--- config.mk ---
export PLATFORM = sky130hd
export DESIGN_NAME = contiguous_page_allocator_flat
export DESIGN_NICKNAME = d
export VERILOG_FILES = /design/src/design/cpa_pkg.sv /design/src/design/cpa_if.sv /design/src/design/cpa_bitmap.sv /design/src/design/contiguous_page_allocator.sv /design/src/flat_wrapper.sv
export SDC_FILE = /design/constraint.sdc
export NUM_CORES = 2
export LEC_CHECK = 0
export ABC_AREA = 1
export CORE_ASPECT_RATIO = 1.25
export CORE_MARGIN = 2
export CORE_UTILIZATION = 40
export CTS_BUF_LIST = sky130_fd_sc_hd__clkbuf_2 sky130_fd_sc_hd__clkbuf_4 sky130_fd_sc_hd__clkbuf_8
export DETAILED_ROUTE_END_ITERATION = 8
export DONT_BUFFER_PORTS = 1
export GPL_ROUTABILITY_DRIVEN = 1
export PLACE_DENSITY = 0.53
export SLEW_MARGIN = 30
export SYNTH_ARGS = -nofsm -noshare
export SYNTH_HDL_FRONTEND = slang
export SYNTH_SLANG_ARGS = --single-unit
--- constraint.sdc ---
create_clock -name i_clk -period 60.1 [get_ports i_clk]
set_input_delay 0 -clock i_clk [delete_from_list [all_inputs] [get_ports i_clk]]
set_output_delay 0 -clock i_clk [all_outputs]
set_load 0.02 [all_outputs]
--- src/design/cpa_pkg.sv ---
// Shared types and constants for the contiguous page allocator.
package cpa_pkg;

    localparam int TOTAL_PAGES    = 1024;
    localparam int RESERVED_PAGES = 1;

    // Reservation is clipped to the heap size.
    localparam int RES_EFF = (RESERVED_PAGES < TOTAL_PAGES) ? RESERVED_PAGES : TOTAL_PAGES;

    localparam int ADDR_W = $clog2(TOTAL_PAGES);
    localparam int CNT_W  = $clog2(TOTAL_PAGES + 1);

    // Field widths of the request and response words.
    localparam int COUNT_W  = 11;
    localparam int INDEX_W  = 10;
    localparam int STATUS_W = 3;
    localparam int START_W  = 10;
    localparam int TOTAL_W  = 11;

    localparam int CMP_W = (CNT_W > COUNT_W) ? CNT_W : COUNT_W;

    typedef logic [ADDR_W-1:0] t_addr;
    typedef logic [ADDR_W:0]   t_scan;
    typedef logic [CNT_W-1:0]  t_cnt;

    localparam t_addr ADDR_LAST  = t_addr'(TOTAL_PAGES - 1);
    localparam t_addr RES_LAST   = t_addr'(RES_EFF - 1);
    localparam t_scan SCAN_END   = t_scan'(TOTAL_PAGES);
    localparam t_scan RES_BOUND  = t_scan'(RES_EFF);
    localparam t_cnt  CNT_TOTAL  = t_cnt'(TOTAL_PAGES);
    localparam t_cnt  FREE_RESET = t_cnt'(TOTAL_PAGES - RES_EFF);

    localparam logic CMD_ALLOC = 1'b0;
    localparam logic CMD_FREE  = 1'b1;

    typedef enum logic [STATUS_W-1:0] {
        ST_OK         = 3'd0,
        ST_ZERO_COUNT = 3'd1,
        ST_NO_SPACE   = 3'd2,
        ST_NOT_TAKEN  = 3'd3,
        ST_RANGE      = 3'd4
    } t_status;

    typedef struct packed {
        logic taken;
        logic last;
    } t_page;

    typedef struct packed {
        logic  en;
        t_addr addr;
        t_page data;
    } t_wr;

endpackage

--- src/design/cpa_if.sv ---
// Request and response channel interfaces of the page allocator.
interface cpa_req_if;
    logic                         valid;
    logic                         ready;
    logic                         command;
    logic [cpa_pkg::COUNT_W-1:0]  page_count;
    logic [cpa_pkg::INDEX_W-1:0]  page_index;

    modport source (output valid, command, page_count, page_index, input ready);
    modport sink   (input valid, command, page_count, page_index, output ready);
endinterface

interface cpa_rsp_if;
    logic                          valid;
    logic                          ready;
    logic [cpa_pkg::STATUS_W-1:0]  status;
    logic [cpa_pkg::START_W-1:0]   start_index;
    logic [cpa_pkg::TOTAL_W-1:0]   free_pages;
    logic [cpa_pkg::TOTAL_W-1:0]   taken_pages;

    modport source (output valid, status, start_index, free_pages, taken_pages, input ready);
    modport sink   (input valid, status, start_index, free_pages, taken_pages, output ready);
endinterface

--- src/design/cpa_bitmap.sv ---
// Page bitmap memory: taken and last bits, one write and one registered read port.
module cpa_bitmap (
    input  logic                i_clk,
    input  cpa_pkg::t_wr        i_wr,
    input  logic                i_rd_en,
    input  cpa_pkg::t_addr      i_rd_addr,
    output cpa_pkg::t_page      o_rd_data
);

    cpa_pkg::t_page r_mem [cpa_pkg::TOTAL_PAGES];
    cpa_pkg::t_page r_q;

    always_ff @(posedge i_clk) begin
        if (i_wr.en) begin
            r_mem[i_wr.addr] <= i_wr.data;
        end
        if (i_rd_en) begin
            r_q <= r_mem[i_rd_addr];
        end
    end

    assign o_rd_data = r_q;

endmodule

--- src/design/contiguous_page_allocator.sv ---
// First-fit contiguous page allocator over a taken/last page bitmap.
//
//   port    dir  word                                                  handshake
//   i_req   in   command, page_count, page_index                      valid/ready
//   o_rsp   out  status, start_index, free_pages, taken_pages         valid/ready
//
// Allocate: scan of one bitmap entry per cycle through the memory read port,
//   then one write per page of the run, then a load into the output register.
// Free: walk of one page per cycle to the next last mark, untaken page or top page.
// Zero count or bad index: the error status goes straight to the output load.
// After reset a clearing pass writes every entry before ready.
// A stalled response holds in the output register; the next word is still accepted.
module contiguous_page_allocator (
    input  logic            i_clk,
    input  logic            i_rst_n,
    cpa_req_if.sink         i_req,
    cpa_rsp_if.source       o_rsp
);

    typedef enum logic [2:0] {
        S_CLEAR,
        S_IDLE,
        S_SCAN,
        S_FILL,
        S_WALK,
        S_DONE
    } t_state;

    t_state                         r_state, n_state;
    cpa_pkg::t_addr                 r_wa, n_wa;
    cpa_pkg::t_addr                 r_end, n_end;
    cpa_pkg::t_addr                 r_start, n_start;
    cpa_pkg::t_scan                 r_ra, n_ra;
    cpa_pkg::t_addr                 r_pa, n_pa;
    logic                           r_pv, n_pv;
    logic                           r_first, n_first;
    cpa_pkg::t_cnt                  r_run, n_run;
    logic [cpa_pkg::COUNT_W-1:0]    r_count, n_count;
    cpa_pkg::t_cnt                  r_free, n_free;
    cpa_pkg::t_status               r_status, n_status;

    logic                           r_o_valid, n_o_valid;
    logic [cpa_pkg::STATUS_W-1:0]   r_o_status, n_o_status;
    logic [cpa_pkg::START_W-1:0]    r_o_start, n_o_start;
    logic [cpa_pkg::TOTAL_W-1:0]    r_o_free, n_o_free;
    logic [cpa_pkg::TOTAL_W-1:0]    r_o_taken, n_o_taken;

    cpa_pkg::t_wr                   wr;
    logic                           rd_en;
    cpa_pkg::t_page                 rd_q;
    cpa_pkg::t_cnt                  run_inc;
    logic                           issue;

    cpa_bitmap u_bitmap (
        .i_clk     (i_clk),
        .i_wr      (wr),
        .i_rd_en   (rd_en),
        .i_rd_addr (r_ra[cpa_pkg::ADDR_W-1:0]),
        .o_rd_data (rd_q)
    );

    assign i_req.ready       = (r_state == S_IDLE);
    assign o_rsp.valid       = r_o_valid;
    assign o_rsp.status      = r_o_status;
    assign o_rsp.start_index = r_o_start;
    assign o_rsp.free_pages  = r_o_free;
    assign o_rsp.taken_pages = r_o_taken;

    assign run_inc = r_run + 1'b1;
    assign issue   = (r_state == S_SCAN || r_state == S_WALK) && (r_ra < cpa_pkg::SCAN_END);

    always_comb begin
        n_state    = r_state;
        n_wa       = r_wa;
        n_end      = r_end;
        n_start    = r_start;
        n_ra       = r_ra;
        n_pa       = r_pa;
        n_pv       = r_pv;
        n_first    = r_first;
        n_run      = r_run;
        n_count    = r_count;
        n_free     = r_free;
        n_status   = r_status;
        n_o_valid  = r_o_valid && !o_rsp.ready;
        n_o_status = r_o_status;
        n_o_start  = r_o_start;
        n_o_free   = r_o_free;
        n_o_taken  = r_o_taken;
        wr         = '0;
        rd_en      = 1'b0;

        // Read-ahead: one entry issued per cycle, data examined the next cycle.
        if (issue) begin
            rd_en = 1'b1;
            n_ra  = r_ra + 1'b1;
            n_pa  = r_ra[cpa_pkg::ADDR_W-1:0];
        end
        n_pv = issue;

        case (r_state)
            S_CLEAR: begin
                wr.en         = 1'b1;
                wr.addr       = r_wa;
                wr.data.taken = ({1'b0, r_wa} < cpa_pkg::RES_BOUND);
                wr.data.last  = (r_wa == cpa_pkg::RES_LAST);
                n_wa          = r_wa + 1'b1;
                if (r_wa == cpa_pkg::ADDR_LAST) begin
                    n_state = S_IDLE;
                end
            end
            S_IDLE: begin
                n_pv    = 1'b0;
                n_start = '0;
                if (i_req.valid) begin
                    if (i_req.command == cpa_pkg::CMD_ALLOC) begin
                        n_count = i_req.page_count;
                        n_run   = '0;
                        n_ra    = '0;
                        if (i_req.page_count == '0) begin
                            n_status = cpa_pkg::ST_ZERO_COUNT;
                            n_state  = S_DONE;
                        end else begin
                            n_state = S_SCAN;
                        end
                    end else begin
                        n_first = 1'b1;
                        n_ra    = cpa_pkg::t_scan'(i_req.page_index);
                        if (32'(i_req.page_index) >= 32'(cpa_pkg::TOTAL_PAGES)) begin
                            n_status = cpa_pkg::ST_RANGE;
                            n_state  = S_DONE;
                        end else begin
                            n_state = S_WALK;
                        end
                    end
                end
            end
            S_SCAN: begin
                if (r_pv) begin
                    if (!rd_q.taken && !rd_q.last) begin
                        n_run = run_inc;
                        if (r_run == '0) begin
                            n_start = r_pa;
                        end
                        if (cpa_pkg::CMP_W'(run_inc) >= cpa_pkg::CMP_W'(r_count)) begin
                            n_wa    = (r_run == '0) ? r_pa : r_start;
                            n_end   = r_pa;
                            n_state = S_FILL;
                        end else if (r_pa == cpa_pkg::ADDR_LAST) begin
                            n_start  = '0;
                            n_status = cpa_pkg::ST_NO_SPACE;
                            n_state  = S_DONE;
                        end
                    end else begin
                        n_run = '0;
                        if (r_pa == cpa_pkg::ADDR_LAST) begin
                            n_start  = '0;
                            n_status = cpa_pkg::ST_NO_SPACE;
                            n_state  = S_DONE;
                        end
                    end
                end
            end
            S_FILL: begin
                wr.en         = 1'b1;
                wr.addr       = r_wa;
                wr.data.taken = 1'b1;
                wr.data.last  = (r_wa == r_end);
                n_wa          = r_wa + 1'b1;
                n_free        = r_free - 1'b1;
                if (r_wa == r_end) begin
                    n_status = cpa_pkg::ST_OK;
                    n_state  = S_DONE;
                end
            end
            S_WALK: begin
                if (r_pv) begin
                    n_first = 1'b0;
                    if (r_first && !rd_q.taken) begin
                        n_status = cpa_pkg::ST_NOT_TAKEN;
                        n_state  = S_DONE;
                    end else begin
                        // Every visited page ends with both bits clear.
                        wr.en   = 1'b1;
                        wr.addr = r_pa;
                        wr.data = '0;
                        if (rd_q.taken) begin
                            n_free = r_free + 1'b1;
                        end
                        if (!rd_q.taken || rd_q.last || r_pa == cpa_pkg::ADDR_LAST) begin
                            n_status = cpa_pkg::ST_OK;
                            n_state  = S_DONE;
                        end
                    end
                end
            end
            S_DONE: begin
                if (!r_o_valid || o_rsp.ready) begin
                    n_o_valid  = 1'b1;
                    n_o_status = r_status;
                    n_o_start  = cpa_pkg::START_W'(r_start);
                    n_o_free   = cpa_pkg::TOTAL_W'(r_free);
                    n_o_taken  = cpa_pkg::TOTAL_W'(cpa_pkg::CNT_TOTAL - r_free);
                    n_state    = S_IDLE;
                end
            end
            default: begin
                n_state = S_IDLE;
            end
        endcase
    end

    always_ff @(posedge i_clk) begin
        if (!i_rst_n) begin
            r_state   <= S_CLEAR;
            r_wa      <= '0;
            r_pv      <= 1'b0;
            r_free    <= cpa_pkg::FREE_RESET;
            r_o_valid <= 1'b0;
        end else begin
            r_state   <= n_state;
            r_wa      <= n_wa;
            r_pv      <= n_pv;
            r_free    <= n_free;
            r_o_valid <= n_o_valid;
        end
        r_end      <= n_end;
        r_start    <= n_start;
        r_ra       <= n_ra;
        r_pa       <= n_pa;
        r_first    <= n_first;
        r_run      <= n_run;
        r_count    <= n_count;
        r_status   <= n_status;
        r_o_status <= n_o_status;
        r_o_start  <= n_o_start;
        r_o_free   <= n_o_free;
        r_o_taken  <= n_o_taken;
    end

endmodule
--- src/flat_wrapper.sv ---
// flat-port wrapper written by rule: the top's interface ports become plain ports
module contiguous_page_allocator_flat 
  (i_clk, i_rst_n, i_req_valid, i_req_command, i_req_page_count, i_req_page_index, i_req_ready, o_rsp_valid, o_rsp_status, o_rsp_start_index, o_rsp_free_pages, o_rsp_taken_pages, o_rsp_ready);
  cpa_req_if i_req_i ();
  cpa_rsp_if o_rsp_i ();
  input  logic i_clk;
  input  logic i_rst_n;
  input wire logic [$bits(i_req_i.valid)-1:0] i_req_valid;
  input wire logic [$bits(i_req_i.command)-1:0] i_req_command;
  input wire logic [$bits(i_req_i.page_count)-1:0] i_req_page_count;
  input wire logic [$bits(i_req_i.page_index)-1:0] i_req_page_index;
  output wire logic [$bits(i_req_i.ready)-1:0] i_req_ready;
  output wire logic [$bits(o_rsp_i.valid)-1:0] o_rsp_valid;
  output wire logic [$bits(o_rsp_i.status)-1:0] o_rsp_status;
  output wire logic [$bits(o_rsp_i.start_index)-1:0] o_rsp_start_index;
  output wire logic [$bits(o_rsp_i.free_pages)-1:0] o_rsp_free_pages;
  output wire logic [$bits(o_rsp_i.taken_pages)-1:0] o_rsp_taken_pages;
  input wire logic [$bits(o_rsp_i.ready)-1:0] o_rsp_ready;
  assign i_req_i.valid = i_req_valid;
  assign i_req_i.command = i_req_command;
  assign i_req_i.page_count = i_req_page_count;
  assign i_req_i.page_index = i_req_page_index;
  assign i_req_ready = i_req_i.ready;
  assign o_rsp_valid = o_rsp_i.valid;
  assign o_rsp_status = o_rsp_i.status;
  assign o_rsp_start_index = o_rsp_i.start_index;
  assign o_rsp_free_pages = o_rsp_i.free_pages;
  assign o_rsp_taken_pages = o_rsp_i.taken_pages;
  assign o_rsp_i.ready = o_rsp_ready;
  contiguous_page_allocator u_core (.i_clk(i_clk), .i_rst_n(i_rst_n), .i_req(i_req_i), .o_rsp(o_rsp_i));
endmodule
==> results.txt <==
At the pin with the least slew margin, the transition time is 1120 ps. The number of max-slew violations in the final report is 0. Max-cap violations in this run came to 0. The worst path meets setup with 54650 ps of slack. The most used flip-flop cell after synthesis is sky130_fd_sc_hd__edfxtp_1. The H-tree level count came out at 5. Of all nets on the critical path, the largest fanout is 91.

The number of setup violations in the final report came out at 0. After detailed routing, the average wire length per cell comes to 23.4 um. The number of distinct library cells after synthesis came out at 39. The clock skew after layout came out at 65.0 ps.

The final period demand of the worst path is 5450 ps. The pre-CTS setup slack is 54630 ps. The floorplan core area is 235000 um^2. The number of synthesized flops with an enable pin is 2138.

When the netlist entered floorplanning its net count stood at 9355. The leftover overflow at the end of global routing came out at 0. The layout has 22400 filler cells. In the final layout, the multi-input gates occupy 25700 um^2. The via count came out at 67700. Routability-driven placement finished with a final weighted congestion of 0.814.

The maximum vdd ir drop came out at 0.0000140 V. The synthesized instance count is 9301. In this run the clock root is driven by a sky130_fd_sc_hd__clkbuf_8. The most frequent cell after synthesis is sky130_fd_sc_hd__nor2_1. TritonCTS built the clock tree.

The synthesis-to-finish area growth came out at 11.1%. After floorplanning, the core was divided into 199 placement rows. The flip-flop and latch count after synthesis came out at 2175. STA classifies the critical path startpoint as a flip-flop. For the worst setup path, the data required time is 60690 ps. The async set or reset register ratio after synthesis came out at 0%. The arrival time of data at the critical path endpoint is 6040 ps.

The clock latency on the worst-skew pair is 970 ps. The initial antenna violation count is 15. The post-synthesis cell area came out at 94800 um^2. The area of the die is 241000 um^2. The placed wire-length estimate after detailed placement is 154000 um.

The number of clock buffers added by TritonCTS is 349. The initial core utilization came out at 40.3%. The normalized max-slew margin is 25.0%.

The critical path is of the flip-flop to flip-flop type. The run finished with clean final reports. The total chip power is 0.00316 W. The overall routed net length is 295000 um. Static timing analysis puts the maximum clock frequency at 0.183 GHz. Setup repair after global routing left no endpoint under its margin. The share of the synthesized area in the top cell type is 67.8%. The part of the cycle the worst path needs is 9.07%.

The number of setup buffers added after CTS is 0. By count the netlist is led by sky130_fd_sc_hd__nor2_1, sky130_fd_sc_hd__edfxtp_1, sky130_fd_sc_hd__nand2_1. The final count of hold timing violations came out at 0.

The number of nets in the layout came out at 9281. The clock sink count is 2175. The die is 548 um tall.

After synthesis, flip-flops and latches occupy 68.5% of the total area. Global routing used 24.0% of the available tracks across all layers. The largest total area in the synthesized netlist belongs to sky130_fd_sc_hd__edfxtp_1.

The maximum number of pins on one net before global-route repair came out at 229. Each instance of the synthesized netlist takes up on average 10.2 um^2. The maximum buffer depth of the clock tree came out at 4.

The fraction of layout cells with a size suffix above 1 is 8.17%. The total negative setup slack came out at 0 ps. In this run the static leakage power is 37.7 nW. The global-route wire length before repair is 431000 um.

The count of input and output buffers is 0. The via count of the first global-routing pass was 67400. After detailed routing, the number of vias per cell comes to 5.36. The worst setup path is captured at a flip-flop. The power per unit of standard cell area came out at 30.1 nW/um^2.

The number of I/O pins is 63. For this run, design rule violations remaining after detail routing come to 0. The post-route antenna net violation count came out at 0. The clock transition at the registers of the reported paths came out at 70 ps. Ranked by total cell area, the synthesized netlist is headed by sky130_fd_sc_hd__edfxtp_1, sky130_fd_sc_hd__nor2_1, sky130_fd_sc_hd__nand2_1.

The detailed-router iteration count before antenna repair came out at 8. The area of all sequential standard cells came out at 65000 um^2. The synthesis warning total is 0. The violation count after the first detailed-route iteration came out at 6283. The die boundary width came out at 439 um. The tightest min-delay check is of the input port to flip-flop type. Setup slack on the worst reg-to-reg path comes out at 54650 ps.
-- layout by cell type (no fill, tap or decap), types with 9 or more instances in the layout --
cell                            netlist  final
sky130_fd_sc_hd__dfxtp_1             37     33
sky130_fd_sc_hd__nor3_1              24     20
sky130_fd_sc_hd__ha_1                27     27
sky130_fd_sc_hd__clkbuf_8             0    359
sky130_fd_sc_hd__o22ai_1             31     30
sky130_fd_sc_hd__clkinvlp_4           0     11
sky130_fd_sc_hd__dlygate4sd3_1        0     50
sky130_fd_sc_hd__clkinv_2             0     32
sky130_fd_sc_hd__buf_4                2    126
sky130_fd_sc_hd__nand2_4              0     25
sky130_fd_sc_hd__clkbuf_4             0    117
sky130_fd_sc_hd__buf_6                0     16
sky130_fd_sc_hd__xor2_1              29     29
sky130_fd_sc_hd__nor2_1            2265   2258
sky130_fd_sc_hd__o211ai_1           124    124
sky130_fd_sc_hd__edfxtp_1          2138   2138
sky130_fd_sc_hd__a31oi_1             11     10
sky130_fd_sc_hd__o21ai_0            740    739
sky130_fd_sc_hd__nand3_1            555    555
sky130_fd_sc_hd__inv_1              550    544
sky130_fd_sc_hd__clkinv_1             6     94
sky130_fd_sc_hd__nand2_1           1928   1896
sky130_fd_sc_hd__a21oi_1            134    133
sky130_fd_sc_hd__or2_2               18     18
sky130_fd_sc_hd__nor2_2               4      9
-- per-layer routing --
layer  GRT usage [%]  routed length (um)  up-vias
li1                -                   -    31100
met1            30.8              121000    33800
met5               0                  27        -
met3            3.69               20400      448
met2            41.6              144000     2398
met4            7.45                9010        4
-- stage by stage --
step | utilization (%) | instance area, um^2 | hold slack (ps) | cells
2_1_floorplan | - | 94800 | 98.9 | 9301
3_3_place_gp | 41.6 | 97800 | 96.8 | 11900
3_5_place_dp | 41.6 | 97900 | 97.3 | 11900
4_1_cts | 44.7 | 105000 | 5.45 | 12600
5_1_grt | 44.7 | 105000 | 55.3 | 12600
6_report | 44.7 | 105000 | 68.0 | 12600
-- sequential cells by signal, summed over array words and instances, names as in the netlist, 10 cells and up --
register and count:
u_core.o_rsp.free_pages 10, u_core.o_rsp.start_index 10, u_core.o_rsp.taken_pages 11, u_core.r_count 11, u_core.r_end 10, u_core.r_free 11, u_core.r_pa 10, u_core.r_ra 11
u_core.r_run 11, u_core.r_start 10, u_core.r_wa 10, u_core.u_bitmap.r_mem 2048
-- worst paths after layout --
check                                        start                       endpoint  cells after the start
worst max-delay path             u_core.r_state[0]  u_core.u_bitmap.r_mem[282][1]                      9
worst min-delay path                       i_rst_n               u_core.r_free[4]                      2
worst max register to register   u_core.r_state[0]  u_core.u_bitmap.r_mem[282][1]                      9
worst min register to register  u_core.r_status[1]         u_core.o_rsp.status[1]                      0
-- logic make-up after synthesis --
logic type	Yosys count	share of synthesized area, %
multiplexers	1	0.0106
other	1	0.00396
AND/OR/NAND/NOR	4818	20.0
flip-flops	2175	68.5
adder cells (fa/ha/maj)	28	0.378
AO/OA/AOI/OAI	1055	6.02
buffers and inverters	1190	4.77
XOR/XNOR	33	0.305
-- area by class of cell --
type	instances	share of cell area (%)
clock buffer	476	5.53
sequential	2175	61.7
antenna	6	0.0143
timing repair buffer	204	1.80
inverter	561	2.03
clock inverter	143	0.804
multi-input combinational	5936	24.4
tap	3115	3.70
-- timing repair --
action,4_1_cts,5_1_grt
gates resized for setup,0,0
hold buffers,50,0
hold endpoints to repair,106,0
-- report_power, final --
part           switching, W  internal [W]  leakage [nW]  total, W
clock              0.000587      0.000660          3.51   0.00125
sequential       0.00000219       0.00171          19.5   0.00171
combinational      0.000165     0.0000374          14.7  0.000203
total              0.000754       0.00241          37.7   0.00316
-- worst max-delay path, stage by stage, from the launching register on --
cell	delay (ps)
sky130_fd_sc_hd__dfxtp_1	340
sky130_fd_sc_hd__nor2_1	130
sky130_fd_sc_hd__inv_1	80
sky130_fd_sc_hd__nor2_1	250
sky130_fd_sc_hd__nand3_1	240
sky130_fd_sc_hd__o21ai_4	670
sky130_fd_sc_hd__buf_4	840
sky130_fd_sc_hd__buf_4	810
sky130_fd_sc_hd__buf_4	630
sky130_fd_sc_hd__buf_4	840
Note: power is estimated with default switching activity, not from simulation.
